===== config.mk =====
export PLATFORM = sky130hd
export DESIGN_NAME = backlight_linear_fader_core
export DESIGN_NICKNAME = d
export VERILOG_FILES = /design/src/rtl/blf_pkg.sv /design/src/rtl/blf_ram.sv /design/src/rtl/blf_divider.sv /design/src/rtl/backlight_linear_fader_core.sv
export SDC_FILE = /design/constraint.sdc
export NUM_CORES = 2
export LEC_CHECK = 0
export ABC_AREA = 1
export BUFFER_PORTS_ARGS = -buffer_cell sky130_fd_sc_hd__buf_4
export CAP_MARGIN = 20
export CORE_MARGIN = 2
export CORE_UTILIZATION = 35
export DETAILED_ROUTE_END_ITERATION = 7
export PLACE_DENSITY = 0.49
export RECOVER_POWER = 25
export SYNTH_ARGS = -nofsm -noshare
export SYNTH_HDL_FRONTEND = slang
export SYNTH_SLANG_ARGS = --single-unit
export TNS_END_PERCENT = 50

===== constraint.sdc =====
create_clock -name clk -period 8.6 [get_ports clk]
set_input_delay 1.29 -clock clk [delete_from_list [all_inputs] [get_ports clk]]
set_output_delay 1.29 -clock clk [all_outputs]
set_load 0.01 [all_outputs]

===== src/rtl/blf_pkg.sv =====
// Shared types and constants for the backlight linear fader.
// Has no dependencies; every other file of the block but the RAM uses it.
package blf_pkg;

    // Default number of channel records
    localparam int CHANNELS_DEF = 8;

    // Field widths
    localparam int LEVEL_W = 16;
    localparam int TIME_W  = 32;
    localparam int DUR_W   = 16;
    localparam int CH_W    = 3;
    localparam int OP_W    = 2;
    localparam int CIU_W   = 4;
    localparam int CFG_IDX_W  = 1;
    localparam int CFG_DATA_W = 16;

    // Operation codes
    localparam logic [OP_W-1:0] OP_SET  = 2'd0;
    localparam logic [OP_W-1:0] OP_FADE = 2'd1;
    localparam logic [OP_W-1:0] OP_POLL = 2'd2;

    // Configuration register indexes
    localparam logic [CFG_IDX_W-1:0] REG_MAX_LEVEL       = 1'd0;
    localparam logic [CFG_IDX_W-1:0] REG_CHANNELS_IN_USE = 1'd1;

    // Input request
    typedef struct packed {
        logic [OP_W-1:0]    operation;
        logic [CH_W-1:0]    channel;
        logic [LEVEL_W-1:0] target_level;
        logic [DUR_W-1:0]   fade_time_ms;
        logic [TIME_W-1:0]  now_ms;
    } fader_in_t;

    // Result
    typedef struct packed {
        logic [CH_W-1:0]    out_channel;
        logic [LEVEL_W-1:0] out_level;
        logic               last;
    } fader_out_t;

    // One channel record as stored in memory
    typedef struct packed {
        logic               fading;
        logic [LEVEL_W-1:0] current_level;
        logic [LEVEL_W-1:0] start_level;
        logic [LEVEL_W-1:0] end_level;
        logic [TIME_W-1:0]  start_time;
        logic [DUR_W-1:0]   duration;
    } fader_entry_t;

    // Record value of a channel never written since reset
    localparam fader_entry_t ENTRY_RESET = '{
        fading:        1'b0,
        current_level: 16'hFFFF,
        start_level:   16'hFFFF,
        end_level:     16'hFFFF,
        start_time:    32'd0,
        duration:      16'd0
    };

endpackage


===== src/rtl/blf_ram.sv =====
// Generic single-port-write, single-port-read RAM with registered read data.
// Depends on nothing; holds the channel records of the fader.
module blf_ram #(
    parameter int WIDTH = 8,
    parameter int DEPTH = 8,
    localparam int AW = (DEPTH > 1) ? $clog2(DEPTH) : 1
) (
    input  logic             clk,
    input  logic             wr_en,
    input  logic [AW-1:0]    wr_addr,
    input  logic [WIDTH-1:0] wr_data,
    input  logic             rd_en,
    input  logic [AW-1:0]    rd_addr,
    output logic [WIDTH-1:0] rd_data
);

    logic [WIDTH-1:0] mem_q [DEPTH];

    // Write port
    always_ff @(posedge clk)
    begin
        if (wr_en)
        begin
            mem_q[wr_addr] <= wr_data;
        end
    end

    // Registered read port
    always_ff @(posedge clk)
    begin
        if (rd_en)
        begin
            rd_data <= mem_q[rd_addr];
        end
    end

endmodule


===== src/rtl/blf_divider.sv =====
// Radix-4 restoring divider: 32-bit dividend by 16-bit divisor, 16-bit quotient.
// Uses blf_pkg widths; the caller guarantees dividend[31:16] < divisor.
module blf_divider (
    input  logic                         clk,
    input  logic                         rst_n,
    input  logic                         start,
    input  logic [2*blf_pkg::DUR_W-1:0]  dividend,
    input  logic [blf_pkg::DUR_W-1:0]    divisor,
    output logic                         done,
    output logic [blf_pkg::DUR_W-1:0]    quotient
);

    localparam int DW    = blf_pkg::DUR_W;
    localparam int STEPS = DW / 2;
    localparam int CW    = $clog2(STEPS);

    logic          busy_reg, busy_next;
    logic          done_reg, done_next;
    logic [CW-1:0] cnt_reg, cnt_next;
    logic [DW-1:0] rem_reg, rem_next;
    logic [DW-1:0] qsh_reg, qsh_next;
    logic [DW-1:0] dvs_reg, dvs_next;
    logic [DW:0]   s1, s2;

    // One restoring step: shift in a bit, subtract if it fits; returns {qbit, rem}
    function automatic logic [DW:0] div_step(input logic [DW-1:0] r, input logic b,
                                             input logic [DW-1:0] d);
        logic [DW:0] t;
        logic [DW:0] diff;
        t    = {r, b};
        diff = t - {1'b0, d};
        if (t >= {1'b0, d})
        begin
            return {1'b1, diff[DW-1:0]};
        end
        return {1'b0, t[DW-1:0]};
    endfunction

    // Two quotient bits per cycle
    always_comb
    begin
        s1 = div_step(rem_reg, qsh_reg[DW-1], dvs_reg);
        s2 = div_step(s1[DW-1:0], qsh_reg[DW-2], dvs_reg);
        busy_next = busy_reg;
        done_next = 1'b0;
        cnt_next  = cnt_reg;
        rem_next  = rem_reg;
        qsh_next  = qsh_reg;
        dvs_next  = dvs_reg;
        if (start)
        begin
            busy_next = 1'b1;
            cnt_next  = '0;
            rem_next  = dividend[2*DW-1:DW];
            qsh_next  = dividend[DW-1:0];
            dvs_next  = divisor;
        end
        else if (busy_reg)
        begin
            rem_next = s2[DW-1:0];
            qsh_next = {qsh_reg[DW-3:0], s1[DW], s2[DW]};
            cnt_next = cnt_reg + 1'b1;
            if (cnt_reg == CW'(STEPS - 1))
            begin
                busy_next = 1'b0;
                done_next = 1'b1;
            end
        end
    end

    // Control state
    always_ff @(posedge clk or negedge rst_n)
    begin
        if (!rst_n)
        begin
            busy_reg <= 1'b0;
            done_reg <= 1'b0;
        end
        else
        begin
            busy_reg <= busy_next;
            done_reg <= done_next;
        end
    end

    // Datapath
    always_ff @(posedge clk)
    begin
        cnt_reg <= cnt_next;
        rem_reg <= rem_next;
        qsh_reg <= qsh_next;
        dvs_reg <= dvs_next;
    end

    assign done     = done_reg;
    assign quotient = qsh_reg;

endmodule


===== src/rtl/backlight_linear_fader_core.sv =====
// Top level of the backlight linear fader: request FSM around the record RAM.
// Depends on blf_pkg, blf_ram and blf_divider.
//
// Keeps a level and a linear fade record per channel in one RAM, one record
// per channel, read via a registered port and written back after update. A
// set request steps through accept, record read and write back, and result
// release; a fade request through accept and record read and write back,
// unless zero duration or an unchanged level makes it act as a set. A poll
// walks channels 0 to min(channels_in_use, CHANNELS)-1 after its accept: a
// channel not fading takes the read alone, one whose fade ends the read,
// elapsed check and write back, and one in mid-fade the read, the elapsed
// check with the 16x16 multiply, the radix-4 divide, the quotient hand-over
// and the write back; the last result is then released. Results of a poll
// are held one deep so the final one carries last; a write back or release
// that must move a held result waits while the output register is stalled;
// the next request is accepted while the final result still waits there.
// Records unwritten since reset read full level, not fading; no clearing pass.
module backlight_linear_fader_core #(
    parameter int CHANNELS = blf_pkg::CHANNELS_DEF
) (
    input  logic                             clk,
    input  logic                             rst_n,
    input  logic                             in_valid,
    output logic                             in_ready,
    input  blf_pkg::fader_in_t               in_data,
    output logic                             out_valid,
    input  logic                             out_ready,
    output blf_pkg::fader_out_t              out_data,
    input  logic                             cfg_write,
    input  logic [blf_pkg::CFG_IDX_W-1:0]    cfg_index,
    input  logic [blf_pkg::CFG_DATA_W-1:0]   cfg_data
);

    localparam int AW   = (CHANNELS > 1) ? $clog2(CHANNELS) : 1;
    localparam int CNTW = $clog2(CHANNELS + 1);
    localparam int LW   = (CNTW > blf_pkg::CIU_W) ? CNTW : blf_pkg::CIU_W;
    localparam int EW   = $bits(blf_pkg::fader_entry_t);
    localparam int LVW  = blf_pkg::LEVEL_W;

    typedef enum logic [5:0] {
        S_IDLE  = 6'b000001,
        S_RD    = 6'b000010,
        S_CHK   = 6'b000100,
        S_DIV   = 6'b001000,
        S_UPD   = 6'b010000,
        S_FLUSH = 6'b100000
    } state_t;

    state_t                       state_reg, state_next;
    logic [LVW-1:0]               max_level_reg, max_level_next;
    logic [blf_pkg::CIU_W-1:0]    ciu_reg, ciu_next;
    logic [CHANNELS-1:0]          written_reg, written_next;
    logic                         pend_valid_reg, pend_valid_next;
    logic                         out_valid_reg, out_valid_next;

    logic [blf_pkg::OP_W-1:0]     op_reg, op_next;
    logic [LVW-1:0]               lvl_reg, lvl_next;
    logic [blf_pkg::DUR_W-1:0]    dur_reg, dur_next;
    logic [blf_pkg::TIME_W-1:0]   now_reg, now_next;
    logic [LW-1:0]                idx_reg, idx_next;
    logic [LW-1:0]                lim_reg, lim_next;
    blf_pkg::fader_entry_t        ent_reg, ent_next;
    logic [blf_pkg::TIME_W-1:0]   elapsed_reg, elapsed_next;
    logic                         span_neg_reg, span_neg_next;
    logic [LVW-1:0]               span_mag_reg, span_mag_next;
    logic [LVW-1:0]               new_lvl_reg, new_lvl_next;
    logic                         fin_reg, fin_next;
    logic                         rd_ok_reg, rd_ok_next;
    blf_pkg::fader_out_t          pend_reg, pend_next;
    blf_pkg::fader_out_t          out_reg, out_next;

    logic                         rd_en, wr_en;
    logic [AW-1:0]                rd_addr, wr_addr;
    blf_pkg::fader_entry_t        wr_entry, ent_rd;
    logic [EW-1:0]                rd_data;
    logic                         div_start, div_done;
    logic [2*blf_pkg::DUR_W-1:0]  div_dividend;
    logic [blf_pkg::DUR_W-1:0]    div_quotient;
    logic [LW-1:0]                lim_calc, idx_inc;
    logic [LVW-1:0]               lvl_clamped;
    logic                         can_push;

    // Record store
    blf_ram #(
        .WIDTH (EW),
        .DEPTH (CHANNELS)
    ) u_ram (
        .clk     (clk),
        .wr_en   (wr_en),
        .wr_addr (wr_addr),
        .wr_data (wr_entry),
        .rd_en   (rd_en),
        .rd_addr (rd_addr),
        .rd_data (rd_data)
    );

    // Interpolation divider
    blf_divider u_div (
        .clk      (clk),
        .rst_n    (rst_n),
        .start    (div_start),
        .dividend (div_dividend),
        .divisor  (ent_reg.duration),
        .done     (div_done),
        .quotient (div_quotient)
    );

    // Records never written read as the reset record
    assign ent_rd = rd_ok_reg ? blf_pkg::fader_entry_t'(rd_data) : blf_pkg::ENTRY_RESET;

    // Poll range, saturated at the channel count
    assign lim_calc = (32'(ciu_reg) > CHANNELS) ? LW'(CHANNELS) : LW'(ciu_reg);
    assign idx_inc  = idx_reg + 1'b1;

    assign lvl_clamped = (in_data.target_level > max_level_reg) ? max_level_reg
                                                                : in_data.target_level;
    assign div_dividend = (2*blf_pkg::DUR_W)'(span_mag_reg)
                        * (2*blf_pkg::DUR_W)'(elapsed_reg[blf_pkg::DUR_W-1:0]);
    assign can_push     = !out_valid_reg || out_ready;

    assign in_ready  = (state_reg == S_IDLE);
    assign out_valid = out_valid_reg;
    assign out_data  = out_reg;

    // Request sequencer
    always_comb
    begin
        state_next      = state_reg;
        written_next    = written_reg;
        pend_valid_next = pend_valid_reg;
        out_valid_next  = out_valid_reg;
        op_next         = op_reg;
        lvl_next        = lvl_reg;
        dur_next        = dur_reg;
        now_next        = now_reg;
        idx_next        = idx_reg;
        lim_next        = lim_reg;
        ent_next        = ent_reg;
        elapsed_next    = elapsed_reg;
        span_neg_next   = span_neg_reg;
        span_mag_next   = span_mag_reg;
        new_lvl_next    = new_lvl_reg;
        fin_next        = fin_reg;
        pend_next       = pend_reg;
        out_next        = out_reg;
        rd_en           = 1'b0;
        rd_addr         = idx_reg[AW-1:0];
        wr_en           = 1'b0;
        wr_addr         = idx_reg[AW-1:0];
        wr_entry        = ent_reg;
        div_start       = 1'b0;

        // Drop a result once taken
        if (out_valid_reg && out_ready)
        begin
            out_valid_next = 1'b0;
        end

        case (state_reg)
            S_IDLE:
            begin
                if (in_valid)
                begin
                    op_next  = in_data.operation;
                    lvl_next = lvl_clamped;
                    dur_next = in_data.fade_time_ms;
                    now_next = in_data.now_ms;
                    lim_next = lim_calc;
                    case (in_data.operation)
                        blf_pkg::OP_SET, blf_pkg::OP_FADE:
                        begin
                            idx_next = LW'(in_data.channel);
                            if (32'(in_data.channel) < CHANNELS)
                            begin
                                rd_en      = 1'b1;
                                rd_addr    = AW'(in_data.channel);
                                state_next = S_RD;
                            end
                        end
                        blf_pkg::OP_POLL:
                        begin
                            idx_next = '0;
                            if (lim_calc != '0)
                            begin
                                rd_en      = 1'b1;
                                rd_addr    = '0;
                                state_next = S_RD;
                            end
                        end
                        default:
                        begin
                            state_next = S_IDLE;
                        end
                    endcase
                end
            end

            S_RD:
            begin
                ent_next     = ent_rd;
                elapsed_next = now_reg - ent_rd.start_time;
                if (ent_rd.end_level >= ent_rd.start_level)
                begin
                    span_neg_next = 1'b0;
                    span_mag_next = ent_rd.end_level - ent_rd.start_level;
                end
                else
                begin
                    span_neg_next = 1'b1;
                    span_mag_next = ent_rd.start_level - ent_rd.end_level;
                end
                if (op_reg == blf_pkg::OP_POLL)
                begin
                    if (ent_rd.fading)
                    begin
                        state_next = S_CHK;
                    end
                    else
                    begin
                        // Advance to the next channel
                        idx_next = idx_inc;
                        if (idx_inc < lim_reg)
                        begin
                            rd_en      = 1'b1;
                            rd_addr    = idx_inc[AW-1:0];
                            state_next = S_RD;
                        end
                        else
                        begin
                            state_next = S_FLUSH;
                        end
                    end
                end
                else if (op_reg == blf_pkg::OP_FADE && dur_reg != '0
                         && lvl_reg != ent_rd.current_level)
                begin
                    // Start a fade from the present level
                    wr_en                = 1'b1;
                    wr_entry             = ent_rd;
                    wr_entry.fading      = 1'b1;
                    wr_entry.start_level = ent_rd.current_level;
                    wr_entry.end_level   = lvl_reg;
                    wr_entry.start_time  = now_reg;
                    wr_entry.duration    = dur_reg;
                    written_next[wr_addr] = 1'b1;
                    state_next           = S_IDLE;
                end
                else
                begin
                    // Set the level at once and report it
                    wr_en                  = 1'b1;
                    wr_entry               = ent_rd;
                    wr_entry.fading        = 1'b0;
                    wr_entry.current_level = lvl_reg;
                    written_next[wr_addr]  = 1'b1;
                    pend_valid_next        = 1'b1;
                    pend_next.out_channel  = idx_reg[blf_pkg::CH_W-1:0];
                    pend_next.out_level    = lvl_reg;
                    pend_next.last         = 1'b1;
                    state_next             = S_FLUSH;
                end
            end

            S_CHK:
            begin
                if (elapsed_reg >= 32'(ent_reg.duration))
                begin
                    new_lvl_next = ent_reg.end_level;
                    fin_next     = 1'b1;
                    state_next   = S_UPD;
                end
                else
                begin
                    fin_next   = 1'b0;
                    div_start  = 1'b1;
                    state_next = S_DIV;
                end
            end

            S_DIV:
            begin
                if (div_done)
                begin
                    new_lvl_next = span_neg_reg ? ent_reg.start_level - div_quotient
                                                : ent_reg.start_level + div_quotient;
                    state_next   = S_UPD;
                end
            end

            S_UPD:
            begin
                if (new_lvl_reg == ent_reg.current_level || !pend_valid_reg || can_push)
                begin
                    wr_entry               = ent_reg;
                    wr_entry.fading        = !fin_reg;
                    wr_entry.current_level = new_lvl_reg;
                    wr_en = fin_reg || (new_lvl_reg != ent_reg.current_level);
                    if (wr_en)
                    begin
                        written_next[wr_addr] = 1'b1;
                    end
                    if (new_lvl_reg != ent_reg.current_level)
                    begin
                        // Release the held result and hold the new one
                        if (pend_valid_reg)
                        begin
                            out_next       = pend_reg;
                            out_next.last  = 1'b0;
                            out_valid_next = 1'b1;
                        end
                        pend_valid_next       = 1'b1;
                        pend_next.out_channel = idx_reg[blf_pkg::CH_W-1:0];
                        pend_next.out_level   = new_lvl_reg;
                        pend_next.last        = 1'b0;
                    end
                    // Advance to the next channel
                    idx_next = idx_inc;
                    if (idx_inc < lim_reg)
                    begin
                        rd_en      = 1'b1;
                        rd_addr    = idx_inc[AW-1:0];
                        state_next = S_RD;
                    end
                    else
                    begin
                        state_next = S_FLUSH;
                    end
                end
            end

            S_FLUSH:
            begin
                if (!pend_valid_reg)
                begin
                    state_next = S_IDLE;
                end
                else if (can_push)
                begin
                    out_next        = pend_reg;
                    out_next.last   = 1'b1;
                    out_valid_next  = 1'b1;
                    pend_valid_next = 1'b0;
                    state_next      = S_IDLE;
                end
            end

            default:
            begin
                state_next = S_IDLE;
            end
        endcase
    end

    // Configuration writes
    always_comb
    begin
        max_level_next = max_level_reg;
        ciu_next       = ciu_reg;
        if (cfg_write)
        begin
            case (cfg_index)
                blf_pkg::REG_MAX_LEVEL:       max_level_next = cfg_data;
                blf_pkg::REG_CHANNELS_IN_USE: ciu_next = cfg_data[blf_pkg::CIU_W-1:0];
                default:                      max_level_next = max_level_reg;
            endcase
        end
    end

    // Latch the written flag of the record being read
    assign rd_ok_next = rd_en ? written_reg[rd_addr] : rd_ok_reg;

    // Control state
    always_ff @(posedge clk or negedge rst_n)
    begin
        if (!rst_n)
        begin
            state_reg      <= S_IDLE;
            max_level_reg  <= '1;
            ciu_reg        <= '0;
            written_reg    <= '0;
            pend_valid_reg <= 1'b0;
            out_valid_reg  <= 1'b0;
        end
        else
        begin
            state_reg      <= state_next;
            max_level_reg  <= max_level_next;
            ciu_reg        <= ciu_next;
            written_reg    <= written_next;
            pend_valid_reg <= pend_valid_next;
            out_valid_reg  <= out_valid_next;
        end
    end

    // Payload
    always_ff @(posedge clk)
    begin
        op_reg       <= op_next;
        lvl_reg      <= lvl_next;
        dur_reg      <= dur_next;
        now_reg      <= now_next;
        idx_reg      <= idx_next;
        lim_reg      <= lim_next;
        ent_reg      <= ent_next;
        elapsed_reg  <= elapsed_next;
        span_neg_reg <= span_neg_next;
        span_mag_reg <= span_mag_next;
        new_lvl_reg  <= new_lvl_next;
        fin_reg      <= fin_next;
        rd_ok_reg    <= rd_ok_next;
        pend_reg     <= pend_next;
        out_reg      <= out_next;
    end

endmodule


# After elaboration in Yosys (flattened, before gate mapping)
# Memories as Yosys holds them, arrays and structs flattened. A register that Yosys moved wholly into a read port is not among the register bits.
# Cells that the tools add are included.
op_classes:
  addsub: 9
  mul: 1
  magnitude_cmp: 10
  n_eq_ne: 30
  n_mux: 105
  bitwise_logic: 2
  reduce_logical: 31
ops:
  columns: ["cell", "n"]
  rows:
  - ["$mux W97", 4]
  - ["$pmux W97 S2", 1]
  - ["$mux W20", 9]
  - ["$mux W16", 9]
  - ["$pmux W20 S2", 2]
  - ["$sub A16 B16 Y16", 5]
  - ["$mux W17", 4]
  - ["$mux W6", 10]
  - ["$mux W1", 36]
  - ["$pmux W6 S6", 1]
  - ["$ge A17 B16 Y1", 2]
  - ["$ge A32 B16 Y1", 1]
  - ["$mul A16 B16 Y32", 1]
  - ["$ne A16 B16 Y1", 2]
  - ["$pmux W16 S2", 1]
  - ["$sub A32 B32 Y32", 1]
  - ["$mux W8", 3]
  - ["$ne A2 B2 Y1 const B", 12]
  - ["$mux W4", 5]
  - ["$mux W3", 6]
  - ["$add A16 B16 Y16", 1]
  - ["$eq A16 B16 Y1", 1]
  - ["$ge A16 B16 Y1", 1]
  - ["$gt A16 B16 Y1", 1]
  - ["45 further kinds", 69]
totals:
  reg_bits: 366
  ramBits: 776
  output_inout_bits: 22
  word_cells: 224
  n_memories: 1
mem_list:
  columns: ["name", "depth", "width", "read_ports", "rd_ports_with_merged_regs", "wr", "line_no", "text"]
  rows:
  - ["u_ram.mem_q", 8, 97, 1, 1, 1, "blf_ram.sv:17", "logic [WIDTH-1:0] mem_q [DEPTH];"]

# Longest topological paths before layout
logic_depth:
  word_depth: 9
  ltp_mapped: 29

# By module
# Synthesis repeated with hierarchy kept, for this count alone.
unflattened:
  cells_unflattened: 7509
  hier_area_um2: 69152.6
by_module_without_submodules:
  columns: ["mod", "instances", "cells_each", "area_per_inst_um2", "seq_area_each_um2"]
  rows:
  - ["blf_ram", 1, 3467, 36597.6, 26215.1]
  - ["backlight_linear_fader_core", 1, 3467, 28248.3, 9240.1]
  - ["blf_divider", 1, 575, 4306.6, 1551.5]

# Worst setup path after synthesis
# Ideal clock, no wire load.
synth_timing:
  path_type: "input to register"
  startpoint: "in out_ready"
  endpoint: "mem u_ram.mem_q[0][0] (netlist name), enable pin"
  setup_time_ns: 0.554
  arrival_ns: 6.025
  required_ns: 8.046
  path_slack_ns: 2.021
  cell_stages: 7
  cell_sequence: "nor2_1 inv_1 nor2_2 nand3_2 o311ai_1 clkbuf_1 nor2_1"
synth_via:
  elab_chain_len: 6
synth_rtl:
  columns: ["item", "line_no", "text"]
  rows:
  - ["from (decl)", "backlight_linear_fader_core.sv:27", "input logic out_ready,"]
  - ["$logic_or A1 B1 Y1", "backlight_linear_fader_core.sv:119", "assign can_push = !out_valid_reg || out_ready;"]
  - ["$logic_or A1 B1 Y1", "backlight_linear_fader_core.sv:292", "if (new_lvl_reg == ent_reg.current_level || !pend_valid_reg || can_push)"]
  - ["$mux W1", "backlight_linear_fader_core.sv:292", null]
  - ["$pmux W1 S2", "backlight_linear_fader_core.sv:159", "case (state_reg)"]
  - ["$mux W1", "blf_ram.sv:22", "if (wr_en)"]
  - ["$mux W1 (not written as such)", "blf_ram.sv:24", "mem_q[wr_addr] <= wr_data;"]
  - ["to (decl)", "blf_ram.sv:17", null]
# Every way passes these cells.

# Final worst setup path
layout_timing:
  startpoint: "reg state_reg[0]"
  endpoint: "mem u_ram.mem_q[3][44] (netlist name), enable pin"
layout_via:
  elab_chain_len: 4
  word_cells_on_any_way: 5
  cone_classes: "eq/ne: 2; mux: 3"
layout_rtl:
  columns: ["item", "line_no", "text"]
  rows:
  - ["from (decl)", "backlight_linear_fader_core.sv:49", "state_t state_reg, state_next;"]
  - ["from (signal assigned)", "backlight_linear_fader_core.sv:386", "state_reg <= state_next;"]
  - ["$eq A6 B5 Y1 or $eq A6 B2 Y1 (tied branches)", "backlight_linear_fader_core.sv:159", null]
  - ["$pmux W1 S2 *", "backlight_linear_fader_core.sv:159", null]
  - ["$mux W1 *", "blf_ram.sv:22", null]
  - ["$mux W1 (not written as such) *", "blf_ram.sv:24", null]
# Every way passes the cells marked *; elsewhere a longest branch is shown, timed or not.

==> impl_metrics.env <==
export IMPL_cts_buffers=140
export IMPL_num_rows=164
export IMPL_synthFlopType="edfxtp_1"
export IMPL_syn_nets=8030
export IMPL_setup_viol=0
export IMPL_start_util_pct=35.2
export IMPL_maxCapViolations=11
export IMPL_area_growth_pct=10.5
export IMPL_worstSetupStartpointType="flop"
export IMPL_dieArea_sq_um=204000
export IMPL_core_area_sq_um=199000
export IMPL_grt_overflow_total=0
export IMPL_via_count=51200
export IMPL_synth_edff_count=1198
export IMPL_synth_area_per_cell_sq_um=9.37
export IMPL_worstPathCellList="inv_1 -> nand2_1 -> nor2_1 -> nand3_1 -> inv_1 -> nand3_1 -> o311ai_0 -> clkbuf_1 -> nor2_1 -> buf_4"
export IMPL_wire_per_inst_microns=21.4
export IMPL_end_kind="flop"
export IMPL_synth_most_common_cell="nand2_1"
export IMPL_slowest_stage="nor2_1"
export IMPL_gp_congestion=0.904
export IMPL_cp_top_family="simple AND/OR/NAND/NOR gates"
export IMPL_finalClockSkew_ns=0.0262
export IMPL_via_per_inst=5.02
export IMPL_cts_resized=0
export IMPL_utilization_pct=38.9
export IMPL_synth_top_cell_area_share_pct=51.3
export IMPL_synth_area_leaders="edfxtp_1 51%, nand2_1 9.8%, inv_1 8.0%"
export IMPL_whs_ns=0.419
export IMPL_status="complete, but fails checks"
export IMPL_path_buf_inv=4
export IMPL_drv_slew=383
export IMPL_hold_viol=0
export IMPL_cp_arrival_ns=7.44
export IMPL_rsz0062_at_grt="no"
export IMPL_grt_busiest_layer="met2"
export IMPL_htreeDepth=4
export IMPL_finalWirelength_mm=218
export IMPL_async_flop_share_pct=3.07
export IMPL_gr_usage_met3_pct=2.33
export IMPL_hold_class="flop to flop"
export IMPL_finalSetupTns_ns=0
export IMPL_final_antenna_net_count=0
export IMPL_layout_nets=7964
export IMPL_grt_max_degree=169
export IMPL_grt_use_met1_pct=29.6
export IMPL_synth_warnings=0
export IMPL_antenna_found_initial=14
export IMPL_violations="capacitance limit, slew limit"
export IMPL_relSlewSlack_pct=-191
export IMPL_drt_first_pass_iters=7
export IMPL_grt_use_total_pct=21.1
export IMPL_synth_area_sq_um=70200
export IMPL_die_width_microns=452
export IMPL_syn_inst=7487
export IMPL_drive_gt1_share_pct=5.43
export IMPL_yosysSeqAreaShare_pct=52.7
export IMPL_post_dp_hpwl_mm=138
export IMPL_synthTopCellsByCount="1823 x nand2_1, 1492 x inv_1, 1198 x edfxtp_1"
export IMPL_post_cts_buffers=0
export IMPL_clock_sinks=1239
export IMPL_cp_max_fo=47
export IMPL_clk_pin_slew_ns=0.06
export IMPL_max_freq_mhz=142
export IMPL_largest_reg_flops=776
export IMPL_finalCritPeriodShare_pct=81.9
export IMPL_synth_seq_cells=1239
export IMPL_die_h_microns=452
export IMPL_clock_latency_ns=0.80
export IMPL_root_buffer="clkbuf_16"
export IMPL_grt_pass1_vias=49200
export IMPL_critPathKind="flop to flop"
export IMPL_drc_errors=0
export IMPL_ctsHoldBuffers=0
export IMPL_clockBufferDepth=3
export IMPL_cp_slowest_stage_delay_ns=1.93
export IMPL_cp_required_ns=9.00
export IMPL_min_period_ns=7.04
export IMPL_met2_usage_pct=34.4
export IMPL_cts_tree="done"
export IMPL_tightest_slew_ns=4.36
export IMPL_io_pins=113
export IMPL_yosys_area_top_type="edfxtp_1"
export IMPL_grt_pass1_wl_mm=324
export IMPL_io_buffers=112
export IMPL_drt_first_iter_violations=4498
export IMPL_ys_types=61
==> area by class of cell <==
type | count | area, sq um
clock buffer | 178 | 3690
inverter | 1513 | 5700
fill | 19900 | 122000
multi-input combinational | 4342 | 25800
clock inverter | 77 | 676
timing repair buffer | 185 | 1330
antenna | 3 | 7.51
tap | 2656 | 3320
sequential | 1239 | 37000
==> cells in the final DEF, fill, tap and decap left out, drive strengths merged, types with 17 or more instances in the layout <==
master  count
nand2    1831
inv      1521
edfxtp   1198
nand3     557
nand4     409
o21ai     270
clkbuf    262
ha        252
nor2      243
fa        200
a21oi     174
buf       101
o211ai     87
xor2       86
clkinv     53
xnor2      42
or2        31
a21o       24
nor3       22
dfrtp      21
nor4       19
o21bai     18
dfstp      17
==> kinds of logic after synthesis <==
family	share of synthesized area (%)
xor+xnor	1.60
mux	0.0143
compound gates	5.30
flops	52.7
buf+inv	10.6
fa+ha+maj	10.2
simple gates	19.6
==> metrics by stage <==
stage / std cells / setup slack [ns] / area [sq um]
finish: 10200 / 1.56 / 77500
CTS: 10200 / 2.30 / 77800
global route: 10200 / 1.14 / 77500
floorplan: 7487 / 2.02 / 70200
global placement: 9929 / 2.29 / 73400
detailed placement: 9934 / 2.31 / 73400
==> per-layer routing <==
| layer | up-vias | wire (microns) |
|---|---|---|
| met5 | - | 17 |
| met2 | 1457 | 102000 |
| li1 | 24400 | - |
| met1 | 25100 | 98800 |
| met4 | 2 | 5910 |
| met3 | 275 | 11000 |
==> final timing paths <==
path                       slack [ns]  cells after the start                 end          from
max                              1.56                     10  u_ram.mem_q[3][44]  state_reg[0]
min                              0.42                      0        out_data[18]  pend_reg[18]
max reg2reg                      1.56                     10  u_ram.mem_q[3][44]  state_reg[0]
min reg2reg                      0.42                      0        out_data[18]  pend_reg[18]
max in group asynchronous        5.90                      1        state_reg[4]         rst_n
min in group asynchronous        1.29                      1          ciu_reg[2]         rst_n
==> worst register-to-register path: cells and delay by family (launching register included) <==
| kind | cells | cell delay, ns |
|---|---|---|
| AOI/OAI and AO/OA | 1 | 0.21 |
| buffers and inverters | 4 | 2.18 |
| DFF | 1 | 0.52 |
| and+or+nand+nor | 5 | 3.69 |
Power is left out: the tool's default activity adds up to more than one toggle a clock period on the data nets, which glitch-free logic cannot reach.
